File: src/rtt_pkg.sv
package rtt_pkg;

   // register reset value and result limits
   localparam logic [31:0] MIN_INTERVAL_RESET = 32'd50;
   localparam logic [4:0]  MAX_ITEMS          = 5'd16;
   localparam logic [4:0]  ONE_ITEM           = 5'd1;

   typedef enum logic [2:0] {
      ACT_ADD        = 3'd0,
      ACT_REMOVE     = 3'd1,
      ACT_REMOVE_ALL = 3'd2,
      ACT_RESTART    = 3'd3,
      ACT_TICK       = 3'd4,
      ACT_LIST       = 3'd5,
      ACT_EXISTS     = 3'd6
   } action_type;

   typedef enum logic [2:0] {
      KIND_ADDED    = 3'd0,
      KIND_REJECTED = 3'd1,
      KIND_DONE     = 3'd2,
      KIND_FIRED    = 3'd3,
      KIND_LISTED   = 3'd4,
      KIND_EXISTS   = 3'd5,
      KIND_NONE     = 3'd6
   } kind_type;

   typedef enum logic [2:0] {
      ST_IDLE    = 3'd0,
      ST_DECODE  = 3'd1,
      ST_SCAN    = 3'd2,
      ST_RESTART = 3'd3,
      ST_FINISH  = 3'd4
   } state_type;

   // one timer slot as kept in the slot memory; due is start plus delay
   typedef struct packed {
      logic [15:0] repeats;
      logic [31:0] delay;
      logic [31:0] due;
   } entry_type;

   typedef struct packed {
      logic load;
      logic decode;
      logic scan;
      logic restart;
      logic finish;
   } cmd_type;

   typedef struct packed {
      logic go_scan;
      logic go_restart;
      logic scan_done;
      logic out_free;
   } status_type;

endpackage

File: src/rtt_channels.sv
interface rtt_req_if;
   logic        valid;
   logic        ready;
   logic [2:0]  action;
   logic [3:0]  slot;
   logic [31:0] now;
   logic [31:0] delay;
   logic [15:0] repeat_count;
   logic [31:0] window;

   modport source (
      output valid, action, slot, now, delay, repeat_count, window,
      input  ready
   );
   modport sink (
      input  valid, action, slot, now, delay, repeat_count, window,
      output ready
   );
endinterface

interface rtt_rsp_if;
   logic        valid;
   logic        ready;
   logic [2:0]  result_kind;
   logic [3:0]  result_slot;
   logic        found;
   logic [31:0] time_left;
   logic        last;

   modport source (
      output valid, result_kind, result_slot, found, time_left, last,
      input  ready
   );
   modport sink (
      input  valid, result_kind, result_slot, found, time_left, last,
      output ready
   );
endinterface

File: src/rtt_ctrl.sv
module rtt_ctrl (
   input  logic                 clock,
   input  logic                 reset,
   input  logic                 req_valid,
   output logic                 req_ready,
   input  rtt_pkg::status_type  status,
   output rtt_pkg::cmd_type     cmd
);

   rtt_pkg::state_type state_ff, state_in;

   // state register
   always_ff @(posedge clock) begin
      if (reset) begin
         state_ff <= rtt_pkg::ST_IDLE;
      end else begin
         state_ff <= state_in;
      end
   end

   // next state
   always_comb begin
      state_in = state_ff;
      case (state_ff)
         rtt_pkg::ST_IDLE: begin
            if (req_valid) state_in = rtt_pkg::ST_DECODE;
         end
         rtt_pkg::ST_DECODE: begin
            if (status.go_scan) state_in = rtt_pkg::ST_SCAN;
            else if (status.go_restart) state_in = rtt_pkg::ST_RESTART;
            else state_in = rtt_pkg::ST_FINISH;
         end
         rtt_pkg::ST_SCAN: begin
            if (status.scan_done) state_in = rtt_pkg::ST_FINISH;
         end
         rtt_pkg::ST_RESTART: begin
            state_in = rtt_pkg::ST_FINISH;
         end
         rtt_pkg::ST_FINISH: begin
            if (status.out_free) state_in = rtt_pkg::ST_IDLE;
         end
         default: begin
            state_in = rtt_pkg::ST_IDLE;
         end
      endcase
   end

   // commands to the datapath
   always_comb begin
      cmd       = '0;
      req_ready = 1'b0;
      case (state_ff)
         rtt_pkg::ST_IDLE: begin
            req_ready = 1'b1;
            cmd.load  = req_valid;
         end
         rtt_pkg::ST_DECODE: begin
            cmd.decode = 1'b1;
         end
         rtt_pkg::ST_SCAN: begin
            cmd.scan = ~status.scan_done;
         end
         rtt_pkg::ST_RESTART: begin
            cmd.restart = 1'b1;
         end
         rtt_pkg::ST_FINISH: begin
            cmd.finish = status.out_free;
         end
         default: begin
            cmd = '0;
         end
      endcase
   end

endmodule

File: src/rtt_datapath.sv
module rtt_datapath #(
   parameter int NUM_TIMERS = 16
) (
   input  logic                clock,
   input  logic                reset,
   // register write
   input  logic                csr_wr_en,
   input  logic [31:0]         csr_wr_data,
   // request payload
   input  logic [2:0]          action,
   input  logic [3:0]          slot,
   input  logic [31:0]         now,
   input  logic [31:0]         delay,
   input  logic [15:0]         repeat_count,
   input  logic [31:0]         window,
   // result register
   input  logic                rsp_ready,
   output logic                rsp_valid,
   output logic [2:0]          result_kind,
   output logic [3:0]          result_slot,
   output logic                found,
   output logic [31:0]         time_left,
   output logic                last,
   // controller link
   input  rtt_pkg::cmd_type    cmd,
   output rtt_pkg::status_type status
);

   localparam int IDXW = (NUM_TIMERS > 1) ? $clog2(NUM_TIMERS) : 1;
   localparam int CNTW = $clog2(NUM_TIMERS + 1);
   localparam logic [CNTW-1:0] END_CNT = CNTW'(NUM_TIMERS);

   // request and register storage
   logic [31:0] min_interval_ff;
   logic [2:0]  op_ff;
   logic [3:0]  slot_ff;
   logic [31:0] now_ff, delay_ff, window_ff;
   logic [15:0] reps_ff;

   // slot table
   logic [NUM_TIMERS-1:0] valid_ff, valid_in;
   rtt_pkg::entry_type    mem_ff [NUM_TIMERS];
   rtt_pkg::entry_type    rd_data_ff;
   logic                  rd_en, wr_en;
   logic [IDXW-1:0]       rd_addr, wr_addr;
   rtt_pkg::entry_type    wr_data;

   // scan pipeline
   logic [CNTW-1:0] iss_ff, iss_in;
   logic            b_valid_ff, b_valid_in;
   logic [IDXW-1:0] b_idx_ff, b_idx_in;
   logic            b_live_ff, b_live_in;
   logic [4:0]      hits_ff, hits_in;

   // pending result, held until it is known whether it is the last
   logic              pend_valid_ff, pend_valid_in;
   rtt_pkg::kind_type pend_kind_ff, pend_kind_in;
   logic [3:0]        pend_slot_ff, pend_slot_in;
   logic              pend_found_ff, pend_found_in;
   logic [31:0]       pend_left_ff, pend_left_in;

   // result register
   logic              out_valid_ff, out_valid_in;
   rtt_pkg::kind_type out_kind_ff, out_kind_in;
   logic [3:0]        out_slot_ff, out_slot_in;
   logic              out_found_ff, out_found_in;
   logic [31:0]       out_left_ff, out_left_in;
   logic              out_last_ff, out_last_in;

   // decode helpers
   rtt_pkg::action_type op;
   logic            in_range, slot_live, short_delay, out_free;
   logic [IDXW-1:0] slot_idx, iss_idx;
   logic [31:0]     add_due, re_due, left;
   logic            tick_hit, list_hit, cand, hit, stall, advance, take, go_scan;
   logic [4:0]      limit;
   logic [15:0]     reps_dec;

   assign op          = rtt_pkg::action_type'(op_ff);
   assign in_range    = {28'd0, slot_ff} < 32'(NUM_TIMERS);
   assign slot_idx    = IDXW'(slot_ff);
   assign iss_idx     = iss_ff[IDXW-1:0];
   assign slot_live   = in_range && valid_ff[slot_idx];
   assign short_delay = delay_ff < min_interval_ff;
   assign out_free    = ~out_valid_ff | rsp_ready;

   // slot arithmetic: one add or subtract and one compare each
   assign add_due  = now_ff + delay_ff;
   assign re_due   = now_ff + rd_data_ff.delay;
   assign left     = rd_data_ff.due - now_ff;
   assign tick_hit = now_ff >= rd_data_ff.due;
   assign list_hit = (window_ff == 32'd0) || (left <= window_ff);
   assign reps_dec = (rd_data_ff.repeats == 16'd0) ? 16'd0 : rd_data_ff.repeats - 16'd1;

   // add stops at the first free slot, tick and list at the item limit
   assign limit = (op == rtt_pkg::ACT_ADD) ? rtt_pkg::ONE_ITEM : rtt_pkg::MAX_ITEMS;

   always_comb begin
      case (op)
         rtt_pkg::ACT_ADD:  cand = ~b_live_ff;
         rtt_pkg::ACT_TICK: cand = b_live_ff && tick_hit;
         rtt_pkg::ACT_LIST: cand = b_live_ff && list_hit;
         default:           cand = 1'b0;
      endcase
   end

   assign hit     = cmd.scan && b_valid_ff && (hits_ff != limit) && cand;
   assign stall   = hit && pend_valid_ff && ~out_free;
   assign advance = cmd.scan && ~stall;
   assign take    = hit && ~stall;
   assign go_scan = ((op == rtt_pkg::ACT_ADD) && ~short_delay) ||
                    (op == rtt_pkg::ACT_TICK) || (op == rtt_pkg::ACT_LIST);

   assign status.go_scan    = go_scan;
   assign status.go_restart = (op == rtt_pkg::ACT_RESTART) && slot_live;
   assign status.scan_done  = (hits_ff == limit) || ((iss_ff == END_CNT) && ~b_valid_ff);
   assign status.out_free   = out_free;

   // next values of table, scan, pending and result registers
   always_comb begin
      valid_in      = valid_ff;
      rd_en         = 1'b0;
      rd_addr       = iss_idx;
      wr_en         = 1'b0;
      wr_addr       = b_idx_ff;
      wr_data       = rd_data_ff;
      iss_in        = iss_ff;
      b_valid_in    = b_valid_ff;
      b_idx_in      = b_idx_ff;
      b_live_in     = b_live_ff;
      hits_in       = hits_ff;
      pend_valid_in = pend_valid_ff;
      pend_kind_in  = pend_kind_ff;
      pend_slot_in  = pend_slot_ff;
      pend_found_in = pend_found_ff;
      pend_left_in  = pend_left_ff;
      out_valid_in  = out_valid_ff & ~rsp_ready;
      out_kind_in   = out_kind_ff;
      out_slot_in   = out_slot_ff;
      out_found_in  = out_found_ff;
      out_left_in   = out_left_ff;
      out_last_in   = out_last_ff;

      // new request
      if (cmd.load) begin
         iss_in        = '0;
         b_valid_in    = 1'b0;
         hits_in       = '0;
         pend_valid_in = 1'b0;
      end

      // single-result actions
      if (cmd.decode && ~go_scan) begin
         pend_valid_in = 1'b1;
         pend_kind_in  = rtt_pkg::KIND_DONE;
         pend_slot_in  = 4'd0;
         pend_found_in = 1'b0;
         pend_left_in  = 32'd0;
         case (op)
            rtt_pkg::ACT_ADD: begin
               pend_kind_in = rtt_pkg::KIND_REJECTED;
            end
            rtt_pkg::ACT_REMOVE: begin
               if (in_range) valid_in[slot_idx] = 1'b0;
            end
            rtt_pkg::ACT_REMOVE_ALL: begin
               valid_in = '0;
            end
            rtt_pkg::ACT_RESTART: begin
               rd_en   = slot_live;
               rd_addr = slot_idx;
            end
            rtt_pkg::ACT_EXISTS: begin
               pend_kind_in  = rtt_pkg::KIND_EXISTS;
               pend_found_in = slot_live;
            end
            default: begin
               pend_kind_in = rtt_pkg::KIND_DONE;
            end
         endcase
      end

      // restart write-back: start moves to now
      if (cmd.restart) begin
         wr_en       = 1'b1;
         wr_addr     = slot_idx;
         wr_data.due = re_due;
      end

      // scan issue stage
      if (advance) begin
         if (iss_ff != END_CNT) begin
            rd_en      = 1'b1;
            rd_addr    = iss_idx;
            b_valid_in = 1'b1;
            b_idx_in   = iss_idx;
            b_live_in  = valid_ff[iss_idx];
            iss_in     = iss_ff + CNTW'(1);
         end else begin
            b_valid_in = 1'b0;
         end
      end

      // scan evaluate stage
      if (take) begin
         hits_in       = hits_ff + 5'd1;
         pend_valid_in = 1'b1;
         pend_slot_in  = 4'(b_idx_ff);
         pend_found_in = 1'b0;
         pend_left_in  = 32'd0;
         if (pend_valid_ff) begin
            out_valid_in = 1'b1;
            out_kind_in  = pend_kind_ff;
            out_slot_in  = pend_slot_ff;
            out_found_in = pend_found_ff;
            out_left_in  = pend_left_ff;
            out_last_in  = 1'b0;
         end
         case (op)
            rtt_pkg::ACT_ADD: begin
               pend_kind_in       = rtt_pkg::KIND_ADDED;
               valid_in[b_idx_ff] = 1'b1;
               wr_en              = 1'b1;
               wr_data.repeats    = reps_ff;
               wr_data.delay      = delay_ff;
               wr_data.due        = add_due;
            end
            rtt_pkg::ACT_TICK: begin
               pend_kind_in = rtt_pkg::KIND_FIRED;
               if (rd_data_ff.repeats == 16'd1) begin
                  valid_in[b_idx_ff] = 1'b0;
               end else begin
                  wr_en           = 1'b1;
                  wr_data.repeats = reps_dec;
                  wr_data.due     = re_due;
               end
            end
            default: begin
               pend_kind_in = rtt_pkg::KIND_LISTED;
               pend_left_in = left;
            end
         endcase
      end

      // final result, marked last
      if (cmd.finish) begin
         pend_valid_in = 1'b0;
         out_valid_in  = 1'b1;
         out_last_in   = 1'b1;
         if (pend_valid_ff) begin
            out_kind_in  = pend_kind_ff;
            out_slot_in  = pend_slot_ff;
            out_found_in = pend_found_ff;
            out_left_in  = pend_left_ff;
         end else begin
            out_kind_in  = (op == rtt_pkg::ACT_ADD) ? rtt_pkg::KIND_REJECTED
                                                    : rtt_pkg::KIND_NONE;
            out_slot_in  = 4'd0;
            out_found_in = 1'b0;
            out_left_in  = 32'd0;
         end
      end
   end

   // control registers
   always_ff @(posedge clock) begin
      if (reset) begin
         min_interval_ff <= rtt_pkg::MIN_INTERVAL_RESET;
         valid_ff        <= '0;
         iss_ff          <= '0;
         b_valid_ff      <= 1'b0;
         hits_ff         <= '0;
         pend_valid_ff   <= 1'b0;
         out_valid_ff    <= 1'b0;
      end else begin
         if (csr_wr_en) min_interval_ff <= csr_wr_data;
         valid_ff      <= valid_in;
         iss_ff        <= iss_in;
         b_valid_ff    <= b_valid_in;
         hits_ff       <= hits_in;
         pend_valid_ff <= pend_valid_in;
         out_valid_ff  <= out_valid_in;
      end
   end

   // payload registers
   always_ff @(posedge clock) begin
      if (cmd.load) begin
         op_ff     <= action;
         slot_ff   <= slot;
         now_ff    <= now;
         delay_ff  <= delay;
         reps_ff   <= repeat_count;
         window_ff <= window;
      end
      b_idx_ff      <= b_idx_in;
      b_live_ff     <= b_live_in;
      pend_kind_ff  <= pend_kind_in;
      pend_slot_ff  <= pend_slot_in;
      pend_found_ff <= pend_found_in;
      pend_left_ff  <= pend_left_in;
      out_kind_ff   <= out_kind_in;
      out_slot_ff   <= out_slot_in;
      out_found_ff  <= out_found_in;
      out_left_ff   <= out_left_in;
      out_last_ff   <= out_last_in;
   end

   // slot memory: one write and one registered read per cycle
   always_ff @(posedge clock) begin
      if (wr_en) mem_ff[wr_addr] <= wr_data;
      if (rd_en) rd_data_ff <= mem_ff[rd_addr];
   end

   assign rsp_valid   = out_valid_ff;
   assign result_kind = out_kind_ff;
   assign result_slot = out_slot_ff;
   assign found       = out_found_ff;
   assign time_left   = out_left_ff;
   assign last        = out_last_ff;

endmodule

File: src/repeating_timer_table_top.sv
// channel   dir  handshake          carries
// req_chan  in   valid/ready        action, slot, now, delay, repeat_count, window
// rsp_chan  out  valid/ready        result_kind, result_slot, found, time_left, last
// csr_      in   csr_wr_en          csr_wr_data -> min_interval
//
// one request in work at a time; the states that each request passes through:
// add with a short delay, remove, remove all, exists, restart of a free slot: decode, finish;
//    restart of a live slot: decode, restart, finish
// tick, list and a rejected add walk every slot through a two-stage scan (read,
//    evaluate); an add that takes slot k ends its scan there
// a stalled result output holds the scan while a further result is found
// synchronous reset clears all slots and sets min_interval to 50; no clearing pass
module repeating_timer_table_top #(
   parameter int NUM_TIMERS = 16
) (
   input  logic        clock,
   input  logic        reset,
   input  logic        csr_wr_en,
   input  logic [31:0] csr_wr_data,
   rtt_req_if.sink     req_chan,
   rtt_rsp_if.source   rsp_chan
);

   rtt_pkg::cmd_type    cmd;
   rtt_pkg::status_type status;

   // sequencer
   rtt_ctrl u_ctrl (
      .clock     (clock),
      .reset     (reset),
      .req_valid (req_chan.valid),
      .req_ready (req_chan.ready),
      .status    (status),
      .cmd       (cmd)
   );

   // slot table and scan
   rtt_datapath #(
      .NUM_TIMERS (NUM_TIMERS)
   ) u_datapath (
      .clock        (clock),
      .reset        (reset),
      .csr_wr_en    (csr_wr_en),
      .csr_wr_data  (csr_wr_data),
      .action       (req_chan.action),
      .slot         (req_chan.slot),
      .now          (req_chan.now),
      .delay        (req_chan.delay),
      .repeat_count (req_chan.repeat_count),
      .window       (req_chan.window),
      .rsp_ready    (rsp_chan.ready),
      .rsp_valid    (rsp_chan.valid),
      .result_kind  (rsp_chan.result_kind),
      .result_slot  (rsp_chan.result_slot),
      .found        (rsp_chan.found),
      .time_left    (rsp_chan.time_left),
      .last         (rsp_chan.last),
      .cmd          (cmd),
      .status       (status)
   );

endmodule

File: src/flat_wrapper.sv
// flat-port wrapper written by rule: the top's interface ports become plain ports
module repeating_timer_table_top_flat 
#(
   parameter int NUM_TIMERS = 16
)
  (clock, reset, csr_wr_en, csr_wr_data, req_chan_valid, req_chan_action, req_chan_slot, req_chan_now, req_chan_delay, req_chan_repeat_count, req_chan_window, req_chan_ready, rsp_chan_valid, rsp_chan_result_kind, rsp_chan_result_slot, rsp_chan_found, rsp_chan_time_left, rsp_chan_last, rsp_chan_ready);
  rtt_req_if req_chan_i ();
  rtt_rsp_if rsp_chan_i ();
  input  logic clock;
  input  logic reset;
  input  logic csr_wr_en;
  input  logic [31:0] csr_wr_data;
  input wire logic [$bits(req_chan_i.valid)-1:0] req_chan_valid;
  input wire logic [$bits(req_chan_i.action)-1:0] req_chan_action;
  input wire logic [$bits(req_chan_i.slot)-1:0] req_chan_slot;
  input wire logic [$bits(req_chan_i.now)-1:0] req_chan_now;
  input wire logic [$bits(req_chan_i.delay)-1:0] req_chan_delay;
  input wire logic [$bits(req_chan_i.repeat_count)-1:0] req_chan_repeat_count;
  input wire logic [$bits(req_chan_i.window)-1:0] req_chan_window;
  output wire logic [$bits(req_chan_i.ready)-1:0] req_chan_ready;
  output wire logic [$bits(rsp_chan_i.valid)-1:0] rsp_chan_valid;
  output wire logic [$bits(rsp_chan_i.result_kind)-1:0] rsp_chan_result_kind;
  output wire logic [$bits(rsp_chan_i.result_slot)-1:0] rsp_chan_result_slot;
  output wire logic [$bits(rsp_chan_i.found)-1:0] rsp_chan_found;
  output wire logic [$bits(rsp_chan_i.time_left)-1:0] rsp_chan_time_left;
  output wire logic [$bits(rsp_chan_i.last)-1:0] rsp_chan_last;
  input wire logic [$bits(rsp_chan_i.ready)-1:0] rsp_chan_ready;
  assign req_chan_i.valid = req_chan_valid;
  assign req_chan_i.action = req_chan_action;
  assign req_chan_i.slot = req_chan_slot;
  assign req_chan_i.now = req_chan_now;
  assign req_chan_i.delay = req_chan_delay;
  assign req_chan_i.repeat_count = req_chan_repeat_count;
  assign req_chan_i.window = req_chan_window;
  assign req_chan_ready = req_chan_i.ready;
  assign rsp_chan_valid = rsp_chan_i.valid;
  assign rsp_chan_result_kind = rsp_chan_i.result_kind;
  assign rsp_chan_result_slot = rsp_chan_i.result_slot;
  assign rsp_chan_found = rsp_chan_i.found;
  assign rsp_chan_time_left = rsp_chan_i.time_left;
  assign rsp_chan_last = rsp_chan_i.last;
  assign rsp_chan_i.ready = rsp_chan_ready;
  repeating_timer_table_top #(.NUM_TIMERS(NUM_TIMERS)) u_core (.clock(clock), .reset(reset), .csr_wr_en(csr_wr_en), .csr_wr_data(csr_wr_data), .req_chan(req_chan_i), .rsp_chan(rsp_chan_i));
endmodule
File: config.mk
export PLATFORM = sky130hd
export DESIGN_NAME = repeating_timer_table_top_flat
export DESIGN_NICKNAME = d
export VERILOG_FILES = /design/src/rtt_pkg.sv /design/src/rtt_channels.sv /design/src/rtt_ctrl.sv /design/src/rtt_datapath.sv /design/src/repeating_timer_table_top.sv /design/src/flat_wrapper.sv
export SDC_FILE = /design/constraint.sdc
export NUM_CORES = 2
export LEC_CHECK = 0
export BUFFER_PORTS_ARGS = -buffer_cell sky130_fd_sc_hd__buf_2
export CORE_MARGIN = 2
export CORE_UTILIZATION = 50
export DETAILED_ROUTE_END_ITERATION = 8
export GPL_TIMING_DRIVEN = 0
export PLACE_DENSITY = 0.66
export SLEW_MARGIN = 20
export SYNTH_ARGS = -nofsm -noshare
export SYNTH_HDL_FRONTEND = slang
export SYNTH_HIERARCHICAL = 1
export SYNTH_SLANG_ARGS = --single-unit
File: constraint.sdc
create_clock -name clock -period 10.8 [get_ports clock]
set_clock_uncertainty 0.15 [all_clocks]
set_input_delay 1.08 -clock clock [delete_from_list [all_inputs] [get_ports clock]]
set_output_delay 1.08 -clock clock [all_outputs]
set_load 0.01 [all_outputs]
==> flow_summary.rst <==
.. list-table::
   :header-rows: 1

   * - Metric
     - Value
   * - Routed vias
     - 43146
   * - Grt ovf
     - 0
   * - TritonCTS clock tree
     - yes
   * - Synth warnings
     - 6
   * - Top-level port count
     - ~200
   * - Required arrival time at the worst endpoint
     - 11130 ps
   * - Layout overhead on the synthesized area
     - 16.2%
   * - Worst Path Arrival
     - 10330 ps
   * - CTS root buf
     - sky130_fd_sc_hd__clkbuf_16
   * - Largest net degree at the start of global routing
     - 50
   * - Fraction of synthesized cell area in xor and xnor cells
     - ~1.0%
   * - Max Cap Violations
     - 0
   * - DRC violation count after routing
     - 0
   * - DRT Pass-1 Iters
     - 6
   * - Average vias per placed instance
     - 6.21
   * - Power per cell area
     - about 170 nW/um^2
   * - Count of standard-cell rows
     - around 140
   * - Mux share of post-synthesis cell area
     - between 10% and 20%
   * - Cells after synthesis
     - between 4000 and 5000
   * - Share of the synthesized area in the top cell type
     - a little under 70%
   * - Unrepaired setup endpoints after global routing
     - false
   * - Count of flip-flops with a built-in enable after synthesis
     - between 1500 and 2000
   * - Combinational family with the most area after synthesis
     - multiplexers
   * - Starting Density
     - approximately half
   * - Post-synth top area cell
     - sky130_fd_sc_hd__edfxtp_1
   * - Synthesized-area fraction occupied by adder cells
     - between 3 and 4%
   * - Final critical delay including setup and external delays
     - around 10000 ps
   * - Antenna-violating nets left
     - 0
   * - Top_reg_cell synth
     - sky130_fd_sc_hd__edfxtp_1
   * - Design Power
     - 0.0136 W
   * - Routability congestion estimate
     - a little over 0.9
   * - Dpl ws
     - ~1100 ps
   * - Finish-stage setup viols
     - 0
   * - Chip width
     - 376 um
   * - Chip Height
     - 376 um
   * - Buffer levels on the longest clock path
     - 3
   * - Number of endpoints with negative hold slack in the final report
     - 0
   * - FFs w/ async S/R, synth
     - 0%
   * - Tightest slew margin relative to the limit
     - between 10% and 20%
   * - First DRT Iteration DRCs
     - 5251
   * - Total number of clock tree sinks
     - about 1600
   * - Leading cell types by total area after synthesis
     - sky130_fd_sc_hd__edfxtp_1 (68%), sky130_fd_sc_hd__mux2i_1 (10%), sky130_fd_sc_hd__o22ai_1 (3.0%)
   * - Post-CTS setup buffers
     - 0
   * - Max-slew violation count
     - 0
   * - Avg Synthesized Cell Area
     - around 15 um^2
   * - Synthesized netlist net count
     - about 4900
   * - Count of nets after finishing
     - 5347
   * - Die area
     - 141000 um^2
   * - Mean routed wirelength per cell
     - a little under 30 um
   * - Number of input and output port buffers inserted
     - roughly 200
   * - Type of the worst setup path
     - flop to flop
   * - Area fraction in and, or, nand and nor cells after synthesis
     - 5.65%
   * - Post-CTS Hold Buffers
     - 0
   * - Critical Path Start Type
     - flop
   * - Count of instances resized after the clock tree is built
     - 0
   * - Compound-gate portion of the synthesized area
     - between 7 and 8%
   * - Max H-tree Level
     - 4
   * - Clock-pin slew on the worst setup and hold paths
     - 60 ps
   * - Number of antenna violations at the first check in global routing
     - 5
   * - Cell area after technology mapping
     - about 69000 um^2
   * - Peak Freq
     - roughly 0.1 GHz
   * - Flop and latch count out of synthesis
     - around 1600
   * - Part of the Yosys area used for sequential elements
     - between 60% and 70%
   * - Top fanout value on the critical path
     - 16
   * - Via count of the first global-routing pass
     - roughly 41000
   * - Placeable core region
     - between 100000 and 150000 um^2
   * - Later-pin clock latency in the skew report
     - 820 ps
   * - DP Wirelength
     - 144 mm
   * - Number of distinct library cells after synthesis
     - 83
   * - Reported leakage power
     - 31.7 nW
   * - Wire length of the first global-routing pass
     - about 290 mm
   * - HP Class
     - input port to flop
   * - Aggregate routed wire length
     - between 200 and 250 mm
   * - Worst setup margin
     - 807 ps
   * - Worst reg2reg path depth
     - 27
   * - Ratio of final minimum period to clock period
     - 92.5%
   * - Accumulated negative setup slack
     - 0 ps
   * - Number of buffers inserted during clock tree synthesis
     - approximately 170
   * - VDD IR max
     - ~0.17 mV
   * - All-layer global routing usage
     - approximately 29%
   * - Result of the run
     - finished clean
   * - CP Capture Type
     - flop
   * - Pin slew with the least headroom to its limit
     - roughly 1200 ps
   * - Instance count along the most critical hold path
     - 1
   * - Share of final-layout standard cells stronger than drive strength 1
     - 13.2%
[final timing paths]
kind,start,end,slack [ps]
setup / recovery,u_core/u_datapath/now_ff[1],u_core/u_datapath/mem_ff[5][71],810
hold / removal,req_chan_repeat_count[5],u_core/u_datapath/reps_ff[5],280
setup reg to reg,u_core/u_datapath/now_ff[1],u_core/u_datapath/mem_ff[5][71],810
hold reg to reg,u_core/u_datapath/iss_ff[1],u_core/u_datapath/b_idx_ff[1],330
[state kept, by name, indices dropped and copies added (netlist names), 32 cells and up]
register	flops
u_core/u_datapath/delay_ff	32
u_core/u_datapath/time_left	32
u_core/u_datapath/window_ff	32
u_core/u_datapath/mem_ff	1280
u_core/u_datapath/min_interval_ff	32
u_core/u_datapath/pend_left_ff	32
u_core/u_datapath/now_ff	32
u_core/u_datapath/rd_data_ff	80
[critical path, cell delays in order (launching register included)]
cell and delay (ps):
sky130_fd_sc_hd__edfxtp_1 770, sky130_fd_sc_hd__inv_1 180, sky130_fd_sc_hd__ha_1 340, sky130_fd_sc_hd__nor2b_1 110
sky130_fd_sc_hd__o21ai_0 100, sky130_fd_sc_hd__a21oi_1 220, sky130_fd_sc_hd__o21ai_0 160, sky130_fd_sc_hd__a21oi_1 500
sky130_fd_sc_hd__a211oi_1 240, sky130_fd_sc_hd__a2111oi_1 700, sky130_fd_sc_hd__o2111a_1 320, sky130_fd_sc_hd__nor3_1 70
sky130_fd_sc_hd__nor3_2 290, sky130_fd_sc_hd__xor2_1 180, sky130_fd_sc_hd__ha_1 270, sky130_fd_sc_hd__nand4_1 180
sky130_fd_sc_hd__nor2_1 60, sky130_fd_sc_hd__a221o_1 320, sky130_fd_sc_hd__a211o_1 310, sky130_fd_sc_hd__o21ai_0 320
sky130_fd_sc_hd__o2111ai_1 250, sky130_fd_sc_hd__a211oi_2 1040, sky130_fd_sc_hd__inv_2 420, sky130_fd_sc_hd__nor3_4 630
sky130_fd_sc_hd__buf_8 270, sky130_fd_sc_hd__buf_2 560, sky130_fd_sc_hd__a21oi_1 150, sky130_fd_sc_hd__o21ai_1 550
[placed cells by master (no fill, tap or decap), drive strengths merged, types with 12 or more instances in the layout]
cell type,netlist,final
o22ai,328,328
nor2,176,176
o21bai,15,15
mux2i,691,691
nor4,19,19
o21a,21,21
a31oi,35,35
a211oi,22,22
o21ai,94,94
a21o,62,62
a21oi,157,157
buf,76,377
nand4,22,22
and2,67,67
bufinv,0,12
and3,25,25
nand2b,16,16
nand3,33,33
clkinv,2,66
nand2,228,228
or4,82,82
ha,162,162
nor2b,22,22
clkbuf,138,350
a22oi,12,12
edfxtp,1563,1563
a221o,12,12
xor2,21,21
nor3,43,43
inv,137,145
o211ai,18,18
xnor2,59,59
dfxtp,66,66
[per-stage QoR]
stage                     hold slack [ps]  area [um^2]  cells  utilization, %
after floorplan                       282        69100   4554               -
after global placement                304        72300   6545            52.7
after detailed placement              309        74900   6648            54.5
after CTS                             240        80200   6944            58.4
after global routing                  247        80300   6949            58.5
final                                 284        80300   6950            58.5
[metal layers]
metal | vias to the layer above | share of wire, % | GRT usage, %
met4 | 6 | 4.3 | 11.9
met2 | 2441 | 45 | 43.6
li1 | 18811 | - | -
met1 | 21490 | 40 | 39.5
met3 | 398 | 11 | 7.11
met5 | - | 0.069 | 0
[kinds of logic (layout without fill, tap and decap cells)]
kind of cell | after synthesis | in the layout
DFF | 1629 | 1629
AOI/OAI and AO/OA | 848 | 848
and+or+nand+nor | 771 | 771
muxes | 708 | 708
buffers and inverters | 353 | 953
adders and majority gates | 165 | 165
xor gates and xnor gates | 80 | 80
other | 0 | 2
[cell usage after synthesis (7+ instances only)]
cell type                  number
sky130_fd_sc_hd__a31oi_1       34
sky130_fd_sc_hd__nor3b_1       10
sky130_fd_sc_hd__or2_2          7
sky130_fd_sc_hd__inv_1        136
sky130_fd_sc_hd__edfxtp_1    1563
sky130_fd_sc_hd__o21ai_0       92
sky130_fd_sc_hd__nor2_1       175
sky130_fd_sc_hd__o22ai_1      328
sky130_fd_sc_hd__a22oi_1       12
sky130_fd_sc_hd__ha_1         162
sky130_fd_sc_hd__and3_1        25
sky130_fd_sc_hd__xor2_1        21
sky130_fd_sc_hd__nor4_1        18
sky130_fd_sc_hd__a211oi_1      19
sky130_fd_sc_hd__mux2i_1      691
sky130_fd_sc_hd__nand4_1       22
sky130_fd_sc_hd__o21bai_1      15
sky130_fd_sc_hd__a21o_1        62
sky130_fd_sc_hd__buf_1         10
sky130_fd_sc_hd__dfxtp_1       66
sky130_fd_sc_hd__buf_2         59
sky130_fd_sc_hd__o211ai_1      17
sky130_fd_sc_hd__and2_1        67
sky130_fd_sc_hd__a32oi_1        8
sky130_fd_sc_hd__clkbuf_1     137
sky130_fd_sc_hd__a21oi_1      156
sky130_fd_sc_hd__a211o_1        8
sky130_fd_sc_hd__a221o_1       12
sky130_fd_sc_hd__nor2b_1       22
sky130_fd_sc_hd__or3_1          7
sky130_fd_sc_hd__mux4_2        10
sky130_fd_sc_hd__xnor2_1       59
sky130_fd_sc_hd__nand3_1       33
sky130_fd_sc_hd__o21a_1        21
sky130_fd_sc_hd__nor3_1        40
sky130_fd_sc_hd__mux2_2         7
sky130_fd_sc_hd__nand2_1      227
sky130_fd_sc_hd__nand2b_1      16
sky130_fd_sc_hd__or4_1         82
[where the power goes]
group / total, W / internal [W] / switching, W
Sequential: 0.00707 / 0.00696 / 0.000102
Combinational: 0.000934 / 0.000355 / 0.000579
Clock: 0.00557 / 0.00315 / 0.00242
[layout make-up]
type                    count  area (um^2)
inverters                 139          522
clock buffers             209         4340
fillers                 10459        57000
clock inverters            87          921
diodes                      2         5.00
well taps                1794         2240
flip-flops and latches   1629        48300
plain buffers             214          928
multi-input cells        2572        19700
repair buffers            304         3330
No activity file was read; power rests on OpenSTA's default activity.
